[src/sv/rri_pkg.sv]
// shared types and constants for the ray/rectangle intersection block
`timescale 1ns / 1ps
package rri_pkg;

  localparam int QBITS = 31;
  localparam int ALOW = 15;
  localparam logic [QBITS-1:0] T_MAX = '1;

  localparam logic [2:0] REG_NORMAL_X = 3'd0;
  localparam logic [2:0] REG_NORMAL_Y = 3'd1;
  localparam logic [2:0] REG_NORMAL_Z = 3'd2;
  localparam logic [2:0] REG_CENTER_X = 3'd3;
  localparam logic [2:0] REG_CENTER_Y = 3'd4;
  localparam logic [2:0] REG_CENTER_Z = 3'd5;
  localparam logic [2:0] REG_HALF_W = 3'd6;
  localparam logic [2:0] REG_HALF_H = 3'd7;

  typedef struct packed {
    logic signed [31:0] ray_origin_x;
    logic signed [31:0] ray_origin_y;
    logic signed [31:0] ray_origin_z;
    logic signed [31:0] ray_dir_x;
    logic signed [31:0] ray_dir_y;
    logic signed [31:0] ray_dir_z;
  } ray_t;

  typedef struct packed {
    logic        hit;
    logic [30:0] distance;
  } res_t;

  typedef struct packed {
    logic signed [31:0] normal_x;
    logic signed [31:0] normal_y;
    logic signed [31:0] normal_z;
    logic signed [31:0] center_x;
    logic signed [31:0] center_y;
    logic signed [31:0] center_z;
    logic [30:0]        half_width;
    logic [30:0]        half_height;
  } conf_t;

  typedef struct packed {
    logic             valid;
    logic             ok;
    logic             sat;
    logic [63:0]      r;
    logic [ALOW-1:0]  al;
    logic [63:0]      b;
    logic [QBITS-1:0] q;
    ray_t             ray;
  } div_beat_t;

endpackage

[src/sv/rri_div_cell.sv]
// one restoring division step, one quotient bit per cell
`timescale 1ns / 1ps
module rri_div_cell (
  input  logic               clk,
  input  logic               rst_n,
  input  rri_pkg::div_beat_t d_in,
  output rri_pkg::div_beat_t d_out
);
  import rri_pkg::*;

  div_beat_t out_r, out_nxt;
  logic [64:0] r2;
  logic [65:0] diff;
  logic ge;

  always_comb begin
    r2      = {d_in.r, d_in.al[ALOW-1]};
    diff    = {1'b0, r2} - {2'b0, d_in.b};
    ge      = !diff[65];
    out_nxt = d_in;
    out_nxt.r  = ge ? diff[63:0] : r2[63:0];
    out_nxt.q  = {d_in.q[QBITS-2:0], ge};
    out_nxt.al = {d_in.al[ALOW-2:0], 1'b0};
  end

  always_ff @(posedge clk) begin
    if (!rst_n) begin
      out_r <= '0;
    end else begin
      out_r <= out_nxt;
    end
  end

  assign d_out = out_r;

endmodule

[config.mk]
export PLATFORM = sky130hd
export DESIGN_NAME = rri_div_cell
export DESIGN_NICKNAME = d
export VERILOG_FILES = /design/src/sv/rri_pkg.sv /design/src/sv/rri_div_cell.sv
export SDC_FILE = /design/constraint.sdc
export NUM_CORES = 1
export LEC_CHECK = 0
export BUFFER_PORTS_ARGS = -buffer_cell sky130_fd_sc_hd__buf_2
export CELL_PAD_IN_SITES_DETAIL_PLACEMENT = 1
export CELL_PAD_IN_SITES_GLOBAL_PLACEMENT = 2
export CORE_AREA = 2 2 287 289
export DETAILED_ROUTE_END_ITERATION = 12
export DIE_AREA = 0 0 289 291
export GPL_ROUTABILITY_DRIVEN = 1
export GPL_TIMING_DRIVEN = 0
export PLACE_DENSITY_LB_ADDON = 0.25
export SLEW_MARGIN = 20
export SYNTH_ARGS = -nofsm -noshare
export SYNTH_HDL_FRONTEND = slang
export SYNTH_SLANG_ARGS = --single-unit
[constraint.sdc]
create_clock -name clk -period 3.6 [get_ports clk]
set_input_delay 0.18 -clock clk [delete_from_list [all_inputs] [get_ports clk]]
set_output_delay 0.18 -clock clk [all_outputs]
set_load 0.005 [all_outputs]
==> run_results.csv, run 1 <==
group,metric,value,unit
status,status,"finished with violations",
status,violations,"negative hold slack",
logic_synthesis,synth_top_area_frac,0.522,
logic_synthesis,async_flop_share,0,
cells_and_area,final_layout_size_suffix_gt1_frac,0.309,
pwr,seqPwrFrac,0.394,
logic_synthesis,synthTopCellsByArea,"dfxtp_1 (52%), and2_1 (11%), ha_1 (5.7%)",
worst_setup_path,start_kind,"primary input",
cts,htree_levels,2,
route,drt-initial-drc-count,374,
cells_and_area,fin_area,24400,um2
pwr,p_leak,11.7,nW
grt,grt_pass1_vias,16700,
hold_path,worstHoldPathType,"in -> reg",
die,start_util,0.174,
placed_design,gp_congestion,0.846,
sta,drv_slew,0,
route,drtAntennaViolNets,0,
worst_setup_path,path_class,"in -> reg",
logic_synthesis,syn_avg_cell_area,9.25,um2
placed_design,dpl_cell_area,19100,um2
pwr,netSwitchingFraction,0.283,
route,routed_wl,78100,um
grt,antenna_found_initial,17,
cts,cts_buffers,45,
cells_and_area,area_growth,72.6,%
die,core_area,81200,um2
pwr,powerDensity,460,nW/um2
grt,grt_use_total,0.180,
pwr,comb_power_share,0.195,
cells_and_area,largest_reg_flops,368,
sta,finalSetupViolations,0,
job,drv_cap,0,
logic_synthesis,synth_fp_nets,1963,
die,rows,105,
sta,final-hold-violation-count,1,
logic_synthesis,seq_area_frac_synth,0.522,
sta,hold_ws,-0.100,ns
placed_design,post-dp-hpwl,62300,um
cts,cts_tree,"yes",
cts,clockBufferDepth,3,
pwr,vdd_ir_drop_max,0.306,mV
pwr,switchingPower,0.00317,W
die,die_area,84100,um2
grt,grt_pass1_wl,111000,um
worst_setup_path,cp-end-kind,"register",
pwr,p_int,0.00804,W
worst_setup_path,worstPathCellList,"dlygate4sd3_1 -> buf_2 -> inv_1 -> ha_1 -> clkbuf_1 -> nand2_1 -> nor2_1 -> nand3_1 -> or3_1 -> o21a_1 -> a21oi_2 -> a41o_1 -> clkbuf_4 -> clkbuf_4 -> nand2_1 -> a21oi_1",
die,dieWidth,289,um
logic_synthesis,synth_ff_type,"dfxtp_1",
die,io_pins,740,
logic_synthesis,syn_area,14100,um2
logic_synthesis,yosysTopAreaCell,"dfxtp_1",
cells_and_area,nets,3114,
placed_design,portBuffers,736,
sta,fin_crit_sh,0.931,
cells_and_area,final_util,0.300,
route,num_vias,15000,
route,wl_per_cell,20.6,um
sta,slew-limit-headroom,0.355,
grt,grt_max_degree,14,
worst_setup_path,critPathLaunch,"d_in[267]",
route,drc,0,
sta,period_needed,3.35,ns
logic_synthesis,synth.distinct_cells,57,
logic_synthesis,yosysWarningCount,0,
pwr,power,0.0112,W
logic_synthesis,synth_cells,1527,
sta,rsz0062_at_grt,"yes",
pwr,clockPowerShare,0.411,
sta,tightest_slew,0.967,ns
sta,fmax,298,MHz
logic_synthesis,synth_edf_count,0,
placed_design,dp.cells,3333,
worst_setup_path,worstPathRequired,4.12,ns
cells_and_area,fillers,9600,
route,drt_pass1_iterations,4,
cts,ctsRootBufferMaster,"clkbuf_16",
logic_synthesis,synth_seq_cells,368,
worst_setup_path,slowest_delay,0.53,ns
logic_synthesis,synth_commonest_cells,"dfxtp_1 (368), and2_1 (246), nand2_1 (145)",
cts,hold_buffers,366,
route,avgViaCountPerCell,3.95,
worst_setup_path,cp_max_fo,10,
cells_and_area,fin_cells,3791,
grt,grt_overflow,0,
cts,clk_pin_slew,0.06,ns
worst_setup_path,slowest_stage,"dlygate4sd3_1",
hold_path,min_from,"d_in[301]",
cts,cts.sinks,368,
die,die-height,291,um
logic_synthesis,yosysMostFrequentCell,"dfxtp_1",
worst_setup_path,worstPathArrival,3.87,ns
-- cells in the final DEF, fill, tap and decap left out, types with 20 or more instances in the layout --
cell / n
inv_1: 79
ha_1: 64
clkbuf_16: 45
a21oi_1: 129
a21o_1: 30
dfxtp_1: 368
buf_2: 748
dlygate4sd3_1: 366
nor2_1: 112
xnor2_1: 36
nand3_1: 20
and2_1: 246
nand2_1: 145
o21ai_0: 34
clkbuf_1: 71
-- per-layer routing --
layer | routed length [um] | GRT usage
met5 | 102 | 0
met4 | 3560 | 0.0779
met3 | 4920 | 0.0460
met2 | 40700 | 0.339
met1 | 28800 | 0.183
-- power by group through the flow --
stage / clock network [W] / registers [W] / logic [W]
floorplan: 0 / 0.00455 / 0.000875
global placement: 0 / 0.00450 / 0.00185
detailed placement: 0 / 0.00451 / 0.00186
CTS: 0.00479 / 0.00442 / 0.00223
global route: 0.00495 / 0.00444 / 0.00242
finish: 0.00460 / 0.00442 / 0.00219
-- final cells by class --
type | count | area, um2 | area share
plain buffers | 77 | 320 | 0.0131
multi-input cells | 1003 | 6180 | 0.254
inverters | 79 | 297 | 0.0122
repair buffers | 1104 | 7360 | 0.302
clock buffers | 66 | 1290 | 0.0531
diodes | 9 | 22.5 | 0.000924
flip-flops and latches | 368 | 7370 | 0.302
clock inverters | 15 | 181 | 0.00745
well taps | 1070 | 1340 | 0.0549
-- kinds of logic (layout without fill, tap and decap cells) --
group | count (synthesis) | in the layout | synth area share
xor gates and xnor gates | 55 | 55 | 0.0341
adders and majority gates | 65 | 65 | 0.0581
and+or+nand+nor | 588 | 588 | 0.213
buffers and inverters | 156 | 1341 | 0.0431
AOI/OAI and AO/OA | 294 | 294 | 0.130
other | 1 | 10 | 0.000266
DFF | 368 | 368 | 0.522
-- worst paths after layout --
check	to	cells past startpoint
worst max-delay path	d_out[351]	16
worst min-delay path	d_out[302]	3
-- metrics by stage --
step / hold WS, ns / TNS, ns / setup WS [ns]
floorplan: 0.307 / 0 / 0.711
global placement: 0.387 / -40.28 / -0.772
detailed placement: 0.390 / -40.85 / -0.832
CTS: -0.163 / 0 / 0.00808
global route: -0.147 / -0.0392 / -0.0392
finish: -0.100 / 0 / 0.250
-- critical path: cells and delay by family --
kind | cells | cell delay, ns
buf+inv | 6 | 1.61
simple gates | 5 | 0.90
compound gates | 4 | 0.87
fa+ha+maj | 1 | 0.28
-- timing repair --
item | CTS | global route
buffers inserted | 0 | 2
gates cloned | 0 | 0
pin swaps | 0 | 1
gates resized for setup | 2 | 9
endpoints found under the setup margin | 48 | 60
hold endpoints to repair | 367 | 1
Power figures use the tool's default switching activity.
==> inputs of run 2 (changes only) <==
PLACE_DENSITY_LB_ADDON = 0.3   (was 0.25)
==> run 2 against run 1 <==
Net effect:
- the run still ends with negative hold slack left
- first-iteration DRC count grew 0.27%
- count of clock-buffer cells in the layout shrank 5
- combinational power is essentially flat
- die area is the same
- worst hold slack gained 0.014 ns
- setup slack gained 0.040 ns
- via count grew 0.71%
- fmax grew 1.2%
- critical path depth shrank 1
- critical endpoint is now d_out[339]
==> run_results.csv, run 2 (synthesized netlist as in run 1, its figures left out) <==
group,metric,value,unit
worst_setup_path,critPathLaunch,"d_in[329]",
cts,cts_tree,"yes",
hold_path,min_from,"d_in[301]",
worst_setup_path,start_kind,"primary input",
job,drv_cap,0,
die,die-height,291,um
cts,cts.sinks,368,
sta,hold_ws,-0.0868,ns
worst_setup_path,path_class,"in -> reg",
cts,hold_buffers,366,
cts,htree_levels,2,
cells_and_area,fin_cells,3793,
route,drc,0,
sta,drv_slew,0,
hold_path,worstHoldPathType,"in -> reg",
sta,rsz0062_at_grt,"no",
pwr,power,0.0113,W
cts,clockBufferDepth,3,
hold_path,holdPathStages,3,
status,violations,"negative hold slack",
placed_design,post-dp-hpwl,62400,um
pwr,p_leak,11.7,nW
placed_design,gp_congestion,0.860,
route,drt-initial-drc-count,375,
sta,fmax,302,MHz
placed_design,portBuffers,736,
worst_setup_path,cp_common_cell,"a21oi_1",
sta,final-hold-violation-count,1,
cells_and_area,nets,3113,
placed_design,dp.cells,3333,
sta,period_needed,3.31,ns
route,drtAntennaViolNets,0,
cts,clk_pin_slew,0.06,ns
grt,grt_pass1_wl,111000,um
worst_setup_path,cp-end-kind,"register",
worst_setup_path,worstPathCellList,"dlygate4sd3_1 -> buf_2 -> ha_1 -> a21oi_1 -> nand2_1 -> a21oi_1 -> o21ai_0 -> a211oi_4 -> o21a_1 -> a21oi_2 -> a41oi_2 -> buf_4 -> buf_2 -> nand2_1 -> a21oi_1",
pwr,powerDensity,464,nW/um2
die,io_pins,740,
cells_and_area,area_growth,73.0,%
sta,finalSetupViolations,0,
route,avgViaCountPerCell,3.98,
sta,tightest_slew,0.983,ns
die,core_area,81200,um2
route,routed_wl,77900,um
cts,ctsRootBufferMaster,"clkbuf_16",
route,wl_per_cell,20.5,um
worst_setup_path,worstPathRequired,4.08,ns
sta,fin_crit_sh,0.919,
cells_and_area,mostFrequentLayoutCell,"buf_2",
worst_setup_path,worstPathArrival,3.79,ns
route,num_vias,15100,
grt,grt_overflow,0,
pwr,vdd_ir_drop_max,0.308,mV
sta,tns,0,ns
die,start_util,0.174,
worst_setup_path,cp_max_fo,10,
cells_and_area,largest_reg_flops,368,
cells_and_area,final_cell_mix,"buf_2 (747), dfxtp_1 (368), dlygate4sd3_1 (366), and2_1 (246), nand2_1 (145)",
route,drt_pass1_iterations,4,
grt,grt_pass1_vias,16800,
grt,antenna_found_initial,31,
grt,grt_max_degree,14,
die,rows,105,
die,die_area,84100,um2
sta,slew-limit-headroom,0.344,
worst_setup_path,slowest_delay,0.54,ns
cells_and_area,final_layout_size_suffix_gt1_frac,0.310,
die,dieWidth,289,um
status,status,"finished with violations",
grt,grt_use_total,0.179,
hold_path,min_to,"d_out[302]",
cts,cts_buffers,45,
worst_setup_path,slowest_stage,"dlygate4sd3_1",
[run 2: power breakdown]
part / total, W / leakage [nW] / internal (W) / switching (W)
clock network: 0.00472 / 0.735 / 0.00281 / 0.00190
logic: 0.00219 / 7.94 / 0.00103 / 0.00115
registers: 0.00442 / 3.07 / 0.00435 / 0.0000700
[run 2: critical path, delay by kind of cell]
kind | cells | cell delay, ns
AO/OA/AOI/OAI | 8 | 1.82
adder cells (fa/ha/maj) | 1 | 0.36
buffers and inverters | 4 | 1.23
AND/OR/NAND/NOR | 2 | 0.17
[run 2: how the worst max path moves through the flow]
stage / end / slack [ns] / cells after the start
after floorplan: d_out[360] / 0.71 / 14
after global placement: d_out[351] / -0.78 / 15
after CTS: d_out[365] / 0.005 / 13
after detailed placement: d_out[351] / -0.80 / 15
after global routing: d_out[356] / 0.005 / 14
final: d_out[339] / 0.29 / 15
[run 2: timing repair]
action                                 CTS  global route
setup endpoints to repair               41            60
pin swaps                                0             1
buffers inserted                         0             2
gates resized for setup                  3             9
endpoints found under the hold margin  367             1
[run 2: routing by layer]
layer / track usage / up-vias / routed length [um]
met5: 0 / - / 226
met4: 0.0874 / 34 / 4240
met3: 0.0473 / 180 / 5180
met2: 0.337 / 479 / 40200
met1: 0.178 / 7037 / 28100
li1: - / 7356 / -
[run 2: layout make-up]
| type | instances | area (um2) |
|---|---|---|
| clock inverter | 18 | 256 |
| antenna | 14 | 35.0 |
| multi-input combinational | 1003 | 6190 |
| sequential | 368 | 7370 |
| fill | 9630 | 56800 |
| tap | 1070 | 1340 |
| timing repair buffer | 1104 | 7360 |
| inverter | 79 | 297 |
| clock buffer | 61 | 1260 |
| buffer | 76 | 319 |
[run 2: through the flow]
step | worst slack, ns | instance area, um2 | util
after floorplan | 0.711 | 14100 | -
after global placement | -0.785 | 19100 | 0.236
after detailed placement | -0.797 | 19100 | 0.236
after CTS | 0.00545 | 24300 | 0.300
after global routing | 0.00454 | 24400 | 0.301
final | 0.290 | 24400 | 0.301
==> inputs of run 3 (changes only) <==
==> constraint.sdc (replaced) <==
create_clock -name clk -period 3.6 [get_ports clk]
set_input_delay 0.36 -clock clk [delete_from_list [all_inputs] [get_ports clk]]
set_output_delay 0.36 -clock clk [all_outputs]
set_load 0.005 [all_outputs]
==> run 3 against run 2 <==
Net effect:
- the run now ends clean
- setup slack better by 0.0044 ns
- first-iteration DRC count is 4.8% higher
- clock power hardly changed
- final cell count is 2.2% lower
- cell area is 3.3% lower
- sequential power hardly changed
- via count is 2.4% lower
- combinational power is 4% lower
- critical endpoint unchanged
- highest routed layer unchanged
==> run_results.csv, run 3 (synthesized netlist as in run 1, its figures left out) <==
group,metric,value,unit
route,drtAntennaViolNets,0,
worst_setup_path,cp-end-kind,"register",
sta,finalSetupViolations,0,
pwr,netSwitchingFraction,0.276,
pwr,seqPwrFrac,0.393,
cts,cts.sinks,368,
cts,cts_buffers,45,
cts,htree_levels,2,
grt,grt_overflow,0,
sta,fmax,303,MHz
placed_design,post-dp-hpwl,62400,um
cts,ctsRootBufferMaster,"clkbuf_16",
route,routed_wl,76900,um
pwr,vdd_ir_drop_max,0.308,mV
job,drv_cap,0,
die,dieWidth,289,um
die,rows,105,
cells_and_area,largest_reg_flops,368,
cells_and_area,final_util,0.291,
route,wl_per_cell,20.7,um
pwr,switchingPower,0.00311,W
worst_setup_path,worstPathArrival,3.79,ns
route,drt-initial-drc-count,393,
die,die-height,291,um
pwr,comb_power_share,0.187,
worst_setup_path,start_kind,"primary input",
cells_and_area,fillers,9635,
cells_and_area,final_layout_size_suffix_gt1_frac,0.320,
sta,hold_ws,0.0400,ns
placed_design,portBuffers,736,
worst_setup_path,slowest_delay,0.36,ns
cells_and_area,nets,3030,
worst_setup_path,path_class,"in -> reg",
status,status,"completed",
pwr,clockPowerShare,0.420,
route,drc,0,
cts,clockBufferDepth,3,
grt,grt_max_degree,14,
sta,tns,0,ns
worst_setup_path,slowest_stage,"a211oi_4",
hold_path,min_from,"d_in[38]",
pwr,power,0.0112,W
die,io_pins,740,
cts,cts_tree,"yes",
worst_setup_path,worstPathCellList,"buf_2 -> inv_1 -> ha_1 -> a21o_1 -> a211o_1 -> o21ai_2 -> a2111oi_4 -> a211oi_4 -> o21a_1 -> a21oi_2 -> a41oi_2 -> buf_4 -> buf_2 -> nand2_1 -> a21oi_1",
placed_design,gp_congestion,0.860,
route,drt_pass1_iterations,4,
die,die_area,84100,um2
worst_setup_path,worstPathRequired,4.08,ns
worst_setup_path,critPathLaunch,"d_in[227]",
grt,grt_pass1_wl,108000,um
grt,grt_use_total,0.176,
route,avgViaCountPerCell,3.97,
sta,fin_ws,0.295,ns
sta,slew-limit-headroom,0.374,
worst_setup_path,cp_common_cell,"buf_2",
die,start_util,0.174,
sta,period_needed,3.31,ns
placed_design,dp_slack,-0.977,ns
grt,antenna_found_initial,37,
cells_and_area,area_growth,67.2,%
pwr,powerDensity,476,nW/um2
sta,drv_slew,0,
sta,tightest_slew,0.939,ns
sta,final-hold-violation-count,0,
die,core_area,81200,um2
grt,grt_pass1_vias,16300,
route,num_vias,14700,
pwr,p_leak,11.4,nW
sta,fin_crit_sh,0.918,
sta,rsz0062_at_grt,"no",
pwr,p_int,0.00814,W
worst_setup_path,cp_max_fo,10,
cells_and_area,final_cell_mix,"buf_2 (747), dfxtp_1 (368), dlygate4sd3_1 (285), and2_1 (246), nand2_1 (145)",
cts,clk_pin_slew,0.06,ns
hold_path,worstHoldPathType,"in -> reg",
cells_and_area,mostFrequentLayoutCell,"buf_2",
## run 3: changes by cell type in the layout (fill, tap and decap cells not counted), sizes merged
cell,delta
buf,+2
clkbuf,-4
dlygate4sd3,-81
diode,-1
## run 3: area by class of cell
cell class / count / area (um2) / area share
Clock buffer: 61 / 1260 / 0.0533
Antenna cell: 13 / 32.5 / 0.00138
Clock inverter: 18 / 256 / 0.0109
Inverter: 79 / 297 / 0.0126
Tap cell: 1070 / 1340 / 0.0567
Buffer: 74 / 313 / 0.0133
Timing Repair Buffer: 1023 / 6550 / 0.278
Sequential cell: 368 / 7370 / 0.312
Multi-Input combinational cell: 1003 / 6190 / 0.262
## run 3: path summary, 6_finish.rpt
kind  slack (ns)          to  cells after the start
min         0.04   d_out[38]                      2
max         0.29  d_out[339]                     15
## run 3: layer usage
| metal | global-route usage | routed length (um) | share of wire |
|---|---|---|---|
| met1 | 0.172 | 27400 | 0.36 |
| met2 | 0.336 | 40100 | 0.52 |
| met3 | 0.0534 | 5570 | 0.072 |
| met4 | 0.0741 | 3580 | 0.047 |
| met5 | 0 | 271 | 0.0035 |
## run 3: power by group through the flow
stage,clock network (W),logic [W],registers [W]
after global routing,0.00507,0.00233,0.00444
after CTS,0.00494,0.00215,0.00442
after floorplan,0,0.000875,0.00455
final,0.00472,0.00210,0.00442
after detailed placement,0,0.00186,0.00451
after global placement,0,0.00185,0.00450
## run 3: worst max-delay path, delay by kind of cell
| family | cells | cell delay (ns) |
|---|---|---|
| adders and majority gates | 1 | 0.35 |
| AOI/OAI and AO/OA | 9 | 2.28 |
| buffers and inverters | 4 | 0.71 |
| and+or+nand+nor | 1 | 0.08 |
## run 3: what timing repair did
| action | 4_1_cts | 5_1_grt |
|---|---|---|
| setup endpoints to repair | 60 | 55 |
| resized for setup | 8 | 7 |
| hold buffers | 285 | 0 |
| buffers inserted | 0 | 2 |
| pin swaps | 0 | 1 |
| hold endpoints to repair | 285 | 0 |
## run 3: metrics by stage
stage          instances  instance area, um2
2_1_floorplan       1527               14100
3_3_place_gp        3333               19100
3_5_place_dp        3333               19100
4_1_cts             3697               23600
5_1_grt             3703               23600
6_report            3709               23600
